==> src/rtl/dcn_pkg.sv <==
// Shared types, constants and codes of the detection decoder with per-class NMS.
// Used by every module of the block; depends on nothing.
package dcn_pkg;

    localparam int MaxCandidatesDef = 1024;
    localparam int MaxKeptDef       = 64;
    localparam int MaxClassesDef    = 80;

    localparam logic [12:0] NetWidthRst   = 13'd640;
    localparam logic [12:0] NetHeightRst  = 13'd640;
    localparam logic [6:0]  NumClassesRst = 7'd80;
    localparam logic [16:0] ScoreThrRst   = 17'd32768;
    localparam logic [16:0] IouThrRst     = 17'd42598;

    typedef enum logic [2:0] {
        REG_NET_WIDTH  = 3'd0,
        REG_NET_HEIGHT = 3'd1,
        REG_NUM_CLASS  = 3'd2,
        REG_SCORE_THR  = 3'd3,
        REG_IOU_THR    = 3'd4
    } t_reg_idx;

    typedef struct packed {
        logic [12:0] net_width;
        logic [12:0] net_height;
        logic [6:0]  num_classes;
        logic [16:0] score_thr;
        logic [16:0] iou_thr;
    } t_cfg;

    typedef struct packed {
        logic [6:0]  cls;
        logic [16:0] score;
        logic [28:0] height;
        logic [28:0] width;
        logic [28:0] top;
        logic [28:0] left;
    } t_cand;

    typedef struct packed {
        logic  last;
        logic  ovf;
        logic  none;
        t_cand cand;
    } t_result;

    typedef struct packed {
        logic [28:0] lo;
        logic [28:0] len;
    } t_span;

    typedef enum logic [3:0] {
        S_LOAD,
        S_DRAIN,
        S_CLASS,
        S_PICK,
        S_SCAN,
        S_MARK,
        S_CMP_RD,
        S_CMP_GO,
        S_CMP_BUSY,
        S_KEEP,
        S_EMIT,
        S_E_RD,
        S_E_LD,
        S_OUT
    } t_nms_state;

endpackage

==> src/rtl/dcn_row_decode.sv <==
// Row assembly and box decode: collects one detection row, then scores,
// converts and clamps it in a two-stage pipeline. Depends on dcn_pkg.
module dcn_row_decode import dcn_pkg::*; #(
    parameter int MAX_CLASSES = MaxClassesDef
) (
    input  logic               i_clk,
    input  logic               i_rst_n,
    input  logic               i_beat,
    input  logic signed [31:0] i_value,
    input  logic               i_eor,
    input  logic               i_eof,
    input  t_cfg               i_cfg,
    output logic               o_cand_valid,
    output t_cand              o_cand
);

    function automatic t_span corner(input logic signed [31:0] c,
                                     input logic signed [31:0] s,
                                     input logic [12:0] lim);
        logic signed [34:0] a;
        logic signed [34:0] b;
        logic signed [34:0] top;
        logic signed [34:0] diff;
        t_span              r;
        top  = $signed({5'b0, lim, 17'b0});
        a    = $signed({{2{c[31]}}, c, 1'b0}) - $signed({{3{s[31]}}, s});
        b    = $signed({{2{c[31]}}, c, 1'b0}) + $signed({{3{s[31]}}, s});
        if (a < 0) a = '0;
        if (a > top) a = top;
        if (b < 0) b = '0;
        if (b > top) b = top;
        diff  = b - a;
        r.lo  = a[29:1];
        r.len = (b > a) ? diff[29:1] : '0;
        return r;
    endfunction

    logic [7:0]         r_pos, n_pos;
    logic signed [31:0] r_cx, n_cx, r_cy, n_cy, r_w, n_w, r_h, n_h, r_obj, n_obj;
    logic signed [31:0] r_best, n_best;
    logic [6:0]         r_bcls, n_bcls;
    logic               r_found, n_found;
    logic [7:0]         idx;

    logic               r_s1_v;
    logic signed [31:0] r_s1_cx, r_s1_cy, r_s1_w, r_s1_h, r_s1_obj, r_s1_best;
    logic [6:0]         r_s1_cls;
    logic               r_s1_found;

    logic               r_s2_v, r_s2_pass;
    logic [45:0]        r_s2_conf;
    t_span              r_s2_x, r_s2_y;
    logic [6:0]         r_s2_cls;

    logic [61:0]        prod;
    t_span              span_x, span_y;

    always_comb begin
        n_pos   = r_pos;
        n_cx    = r_cx;
        n_cy    = r_cy;
        n_w     = r_w;
        n_h     = r_h;
        n_obj   = r_obj;
        n_best  = r_best;
        n_bcls  = r_bcls;
        n_found = r_found;
        idx     = r_pos - 8'd5;
        unique case (r_pos)
            8'd0: n_cx  = i_value;
            8'd1: n_cy  = i_value;
            8'd2: n_w   = i_value;
            8'd3: n_h   = i_value;
            8'd4: n_obj = i_value;
            default: begin
                if (idx < {1'b0, i_cfg.num_classes} && idx < 8'(MAX_CLASSES)
                    && i_value > r_best) begin
                    n_best  = i_value;
                    n_bcls  = idx[6:0];
                    n_found = 1'b1;
                end
            end
        endcase
        if (r_pos != 8'hFF) n_pos = r_pos + 8'd1;
    end

    always_ff @(posedge i_clk) begin
        if (!i_rst_n) begin
            r_pos   <= '0;
            r_cx    <= '0;
            r_cy    <= '0;
            r_w     <= '0;
            r_h     <= '0;
            r_obj   <= '0;
            r_best  <= '0;
            r_bcls  <= '0;
            r_found <= 1'b0;
            r_s1_v  <= 1'b0;
            r_s2_v  <= 1'b0;
        end else begin
            r_s1_v <= i_beat && (i_eor || i_eof);
            r_s2_v <= r_s1_v;
            if (i_beat) begin
                if (i_eor || i_eof) begin
                    r_pos   <= '0;
                    r_cx    <= '0;
                    r_cy    <= '0;
                    r_w     <= '0;
                    r_h     <= '0;
                    r_obj   <= '0;
                    r_best  <= '0;
                    r_bcls  <= '0;
                    r_found <= 1'b0;
                end else begin
                    r_pos   <= n_pos;
                    r_cx    <= n_cx;
                    r_cy    <= n_cy;
                    r_w     <= n_w;
                    r_h     <= n_h;
                    r_obj   <= n_obj;
                    r_best  <= n_best;
                    r_bcls  <= n_bcls;
                    r_found <= n_found;
                end
            end
        end
    end

    always_ff @(posedge i_clk) begin
        if (i_beat) begin
            r_s1_cx    <= n_cx;
            r_s1_cy    <= n_cy;
            r_s1_w     <= n_w;
            r_s1_h     <= n_h;
            r_s1_obj   <= n_obj;
            r_s1_best  <= n_best;
            r_s1_cls   <= n_bcls;
            r_s1_found <= n_found;
        end
    end

    assign prod   = r_s1_obj[30:0] * r_s1_best[30:0];
    assign span_x = corner(r_s1_cx, r_s1_w, i_cfg.net_width);
    assign span_y = corner(r_s1_cy, r_s1_h, i_cfg.net_height);

    always_ff @(posedge i_clk) begin
        r_s2_pass <= r_s1_found && (r_s1_obj > 0) && (r_s1_best > 0);
        r_s2_conf <= prod[61:16];
        r_s2_x    <= span_x;
        r_s2_y    <= span_y;
        r_s2_cls  <= r_s1_cls;
    end

    assign o_cand_valid = r_s2_v && r_s2_pass && (r_s2_conf > 46'(i_cfg.score_thr))
                          && (r_s2_x.len >= 29'd65536) && (r_s2_y.len >= 29'd65536);

    always_comb begin
        o_cand.left   = r_s2_x.lo;
        o_cand.width  = r_s2_x.len;
        o_cand.top    = r_s2_y.lo;
        o_cand.height = r_s2_y.len;
        o_cand.cls    = r_s2_cls;
        o_cand.score  = (r_s2_conf > 46'd65536) ? 17'd65536 : r_s2_conf[16:0];
    end

endmodule

==> config.mk <==
export PLATFORM = sky130hd
export DESIGN_NAME = dcn_row_decode
export DESIGN_NICKNAME = d
export VERILOG_FILES = /design/src/rtl/dcn_pkg.sv /design/src/rtl/dcn_row_decode.sv
export SDC_FILE = /design/constraint.sdc
export NUM_CORES = 2
export LEC_CHECK = 0
export ABC_AREA = 1
export BUFFER_PORTS_ARGS = -buffer_cell sky130_fd_sc_hd__buf_2
export CAP_MARGIN = 30
export CORE_ASPECT_RATIO = 0.6
export CORE_MARGIN = 1.5
export CORE_UTILIZATION = 60
export DETAILED_ROUTE_END_ITERATION = 10
export PLACE_DENSITY = 0.84
export SYNTH_ARGS = -nofsm -noshare
export SYNTH_HDL_FRONTEND = slang
export SYNTH_SLANG_ARGS = --single-unit
==> constraint.sdc <==
create_clock -name i_clk -period 7.98 [get_ports i_clk]
set_input_delay 1.995 -clock i_clk [delete_from_list [all_inputs] [get_ports i_clk]]
set_output_delay 1.995 -clock i_clk [all_outputs]
set_load 0.05 [all_outputs]
==> flow_metrics.tcl <==
set metrics [dict create \
    outcome "complete, no violations" \
    io_buffer_count 227 \
    synth_cells 9184 \
    maxCapViolCount 0 \
    clkTransAtPathRegs_ns 0.06 \
    antenna_found_initial 13 \
    yosysSeqAreaShare_pct 19.8 \
    setup.worst_path.end_class "flop" \
    layout-drive-gt1-share_pct 7.36 \
    die_h_um 265 \
    relSlewSlack_pct 26.6 \
    p_comb_share_pct 70.4 \
    dieArea_mm2 0.117 \
    start_kind "flop" \
    detail_route.first_pass.iterations 6 \
    grt_max_degree 202 \
    drc 0 \
    gp_congestion 1.02 \
    wl_um 220000 \
    num_vias 62700 \
    synth-compound-area-share_pct 8.77 \
    multi_input_comb_area_mm2 0.0467 \
    synth_top_family_by_area "adder cells" \
    r2r_end "r_s2_conf[39]" \
    placed_area_mm2 0.0719 \
    crit_chain "nand2_1 -> inv_1 -> fa_1 -> fa_1 -> fa_1 -> inv_1 -> fa_1 -> fa_1 -> inv_1 -> fa_1 -> fa_1 -> ha_1 -> ha_1 -> nand2_1 -> nor2_1 -> inv_1 -> nor4_1 -> nand3_1 -> nand3_1 -> nand3_1 -> o2111ai_1 -> xor2_1" \
    r2r_slack_ns 0.27 \
    clkPwrFrac_pct 13.0 \
    die-width_um 440 \
    r2r_start "r_s1_obj[28]" \
    fin_crit_ns 7.71 \
    grt_pass1_vias 60900 \
    crit_arrival_ns 8.27 \
    r2r_cells 22 \
    crit_top_cell "fa_1" \
    crit_end "r_s2_conf[39]" \
    place_inst 10700 \
    clockBufferDepth 3 \
    fin_setup_tns_ns 0 \
    worst_slew_pin_slew_ns 1.10 \
    grt_pass1_wl_um 339000 \
    syn_to_final_growth_pct 8.38 \
    tritoncts "built" \
    synth-edff-count 200 \
    ir_drop_mv 0.672 \
    ant_nets 0 \
    cts_num_sinks 580 \
    fillers 9517 \
    synthFlopType "dfxtp_1" \
    ys_types 59 \
    yosys.area_share.xor_xnor_pct 1.91 \
    slowest_delay_ns 1.04 \
    overflow 0 \
    nets 10800 \
    critPathLaunch "r_s1_obj[28]" \
    crit_family "adder cells" \
    ios 245 \
    timing_worst_setup_path_type "reg -> reg" \
    placement_rows 95 \
    routedWlPerCell_um 20.2 \
    ys.warnings.count 0 \
    seqPwrFrac_pct 16.7 \
    fin_worst_skew_ns 0.0530 \
    synthTopCellsByArea "fa_1, nand2_1, dfxtp_1" \
    clock.fmax_mhz 130 \
    finalCritPeriodShare_pct 96.6 \
    p_leak_nw 37.9 \
    dp_hpwl_um 175000 \
    clk_latency_ns 0.68 \
    synth_area_mm2 0.0687 \
    grt_use_total_pct 37.4 \
    synth.most_common_cell "nand2_1" \
    required_ns 8.55 \
    cp.depth 22 \
    synth_top_cell_by_area "fa_1" \
    synth-seq-cells 580 \
    largest_reg_flops 116 \
    synth_mux_area_share_pct 0 \
    ys_top_cells_by_count "nand2_1, inv_1, fa_1, a21oi_1, ha_1" \
    power_mw 22.1 \
    worst_hold_path_type "reg -> reg" \
    root_buffer "clkbuf_16" \
    htree_levels 2 \
    avgSynthCellArea_um2 7.48 \
    switchingPower_mw 11.8 \
    start_util_pct 61.0 \
    cts_buffers 56 \
    finalSetupViolCount 0 \
    cp_num_buf_inv 4 \
    ff_latch_area_mm2 0.0136 \
    synthAdderAreaFrac_pct 34.7 \
    final_cells 10900 \
    synth-simple-area-share_pct 22.5 \
    netSwitchingFraction_pct 53.4 \
    final_cell_area_mm2 0.0744 \
    coreArea_mm2 0.113 \
    drt_iter0_drc 8047 \
    slowest_stage "edfxtp_1" \
    synthArstFlopShare_pct 0 \
    synth_top_area_share_pct 24.5 \
    final-hold-violation-count 0 \
    internal-power_mw 10.3 \
    vias_per_cell 5.76 \
    slew_viol_final 0 \
    powerDensity_mw_per_mm2 298 \
    crit_fanout 14 \
]
## kinds of logic after synthesis
family / Yosys count
and+or+nand+nor: 3725
adders and majority gates: 1400
xor gates and xnor gates: 150
DFF: 580
buffers and inverters: 2212
AOI/OAI and AO/OA: 1115
other: 2
## per-layer routing
metal	up-vias	global-route usage (%)	part of all wire (%)
met3	402	13.3	16
met2	3957	50.6	39
met5	-	0	0
li1	28500	-	-
met1	29900	56.4	42
met4	0	8.88	2.5
## power by group through the flow
stage          registers, mW  clock network (mW)  logic, mW
6_report                3.69                2.87       15.6
5_1_grt                 3.73                3.03       16.9
4_1_cts                 3.71                2.90       14.9
3_5_place_dp            3.77                   0       14.8
3_3_place_gp            3.76                   0       14.6
2_1_floorplan           4.30                   0       9.09
## layout by cell type (no fill, tap or decap), types with 11 or more instances in the layout
cell type / synthesis / final
xor2_1: 114 / 114
o21ai_0: 309 / 304
conb_1: 2 / 12
a31oi_1: 21 / 21
fa_1: 842 / 842
nor2_1: 500 / 498
nand2_2: 27 / 27
edfxtp_1: 200 / 200
a21oi_1: 625 / 625
o21ai_1: 19 / 23
nor2_4: 10 / 11
or2_2: 23 / 23
xnor2_1: 36 / 36
nor2_2: 23 / 24
buf_2: 47 / 226
o21bai_1: 34 / 34
and2_1: 41 / 41
nand2_1: 2499 / 2499
nor4_1: 45 / 45
o21a_1: 24 / 24
diode_2: 0 / 16
o211ai_1: 17 / 17
nand4_1: 85 / 85
nor3_1: 65 / 63
clkbuf_16: 0 / 61
a21o_1: 16 / 16
dfxtp_1: 380 / 380
nand3_1: 367 / 366
ha_1: 558 / 556
buf_4: 10 / 177
buf_12: 0 / 41
inv_2: 18 / 18
inv_1: 1807 / 1805
## stage by stage
step | hold slack (ns) | worst slack [ns] | utilization, %
after floorplan | 0.323 | 1.19 | -
after global placement | 0.327 | 0.416 | 63.8
after detailed placement | 0.335 | 0.276 | 63.8
after CTS | 0.357 | 0.244 | 65.6
after global routing | 0.359 | -0.00184 | 66.0
final | 0.358 | 0.275 | 66.1
## worst register-to-register path, stage by stage, from the launching register on
cell,delay (ns)
edfxtp_1,1.04
nand2_1,0.13
inv_1,0.10
fa_1,0.47
fa_1,0.53
fa_1,0.55
inv_1,0.06
fa_1,0.52
fa_1,0.55
inv_1,0.05
fa_1,0.52
fa_1,0.55
ha_1,0.39
ha_1,0.42
nand2_1,0.13
nor2_1,0.29
inv_1,0.14
nor4_1,0.40
nand3_1,0.17
nand3_1,0.20
nand3_1,0.10
o2111ai_1,0.11
xor2_1,0.21
## worst min-delay path by stage
stage,from,end,slack (ns),cells after the start
3_5_place_dp,r_s1_cls[0],r_s2_cls[0],0.34,0
3_3_place_gp,r_s1_cls[0],r_s2_cls[0],0.33,0
4_1_cts,r_s1_cls[4],r_s2_cls[4],0.36,0
6_report,r_s1_cls[4],r_s2_cls[4],0.36,0
2_1_floorplan,r_s1_cls[0],r_s2_cls[0],0.32,0
5_1_grt,r_s1_cls[4],r_s2_cls[4],0.36,0
## cell type report
class	count	area share [%]
Multi-Input combinational cell	6402	62.7
Antenna cell	16	0.0538
Clock buffer	73	2.21
Inverter	1829	9.24
Sequential cell	580	18.3
Clock inverter	33	0.455
Timing Repair Buffer	448	4.54
Tap cell	1503	2.53
## what timing repair did
item	4_1_cts	5_1_grt
gates resized for setup	0	7
endpoints found under the setup margin	0	40
hold buffers	0	0
setup buffers	0	30
(Power assumes the default switching activity.)
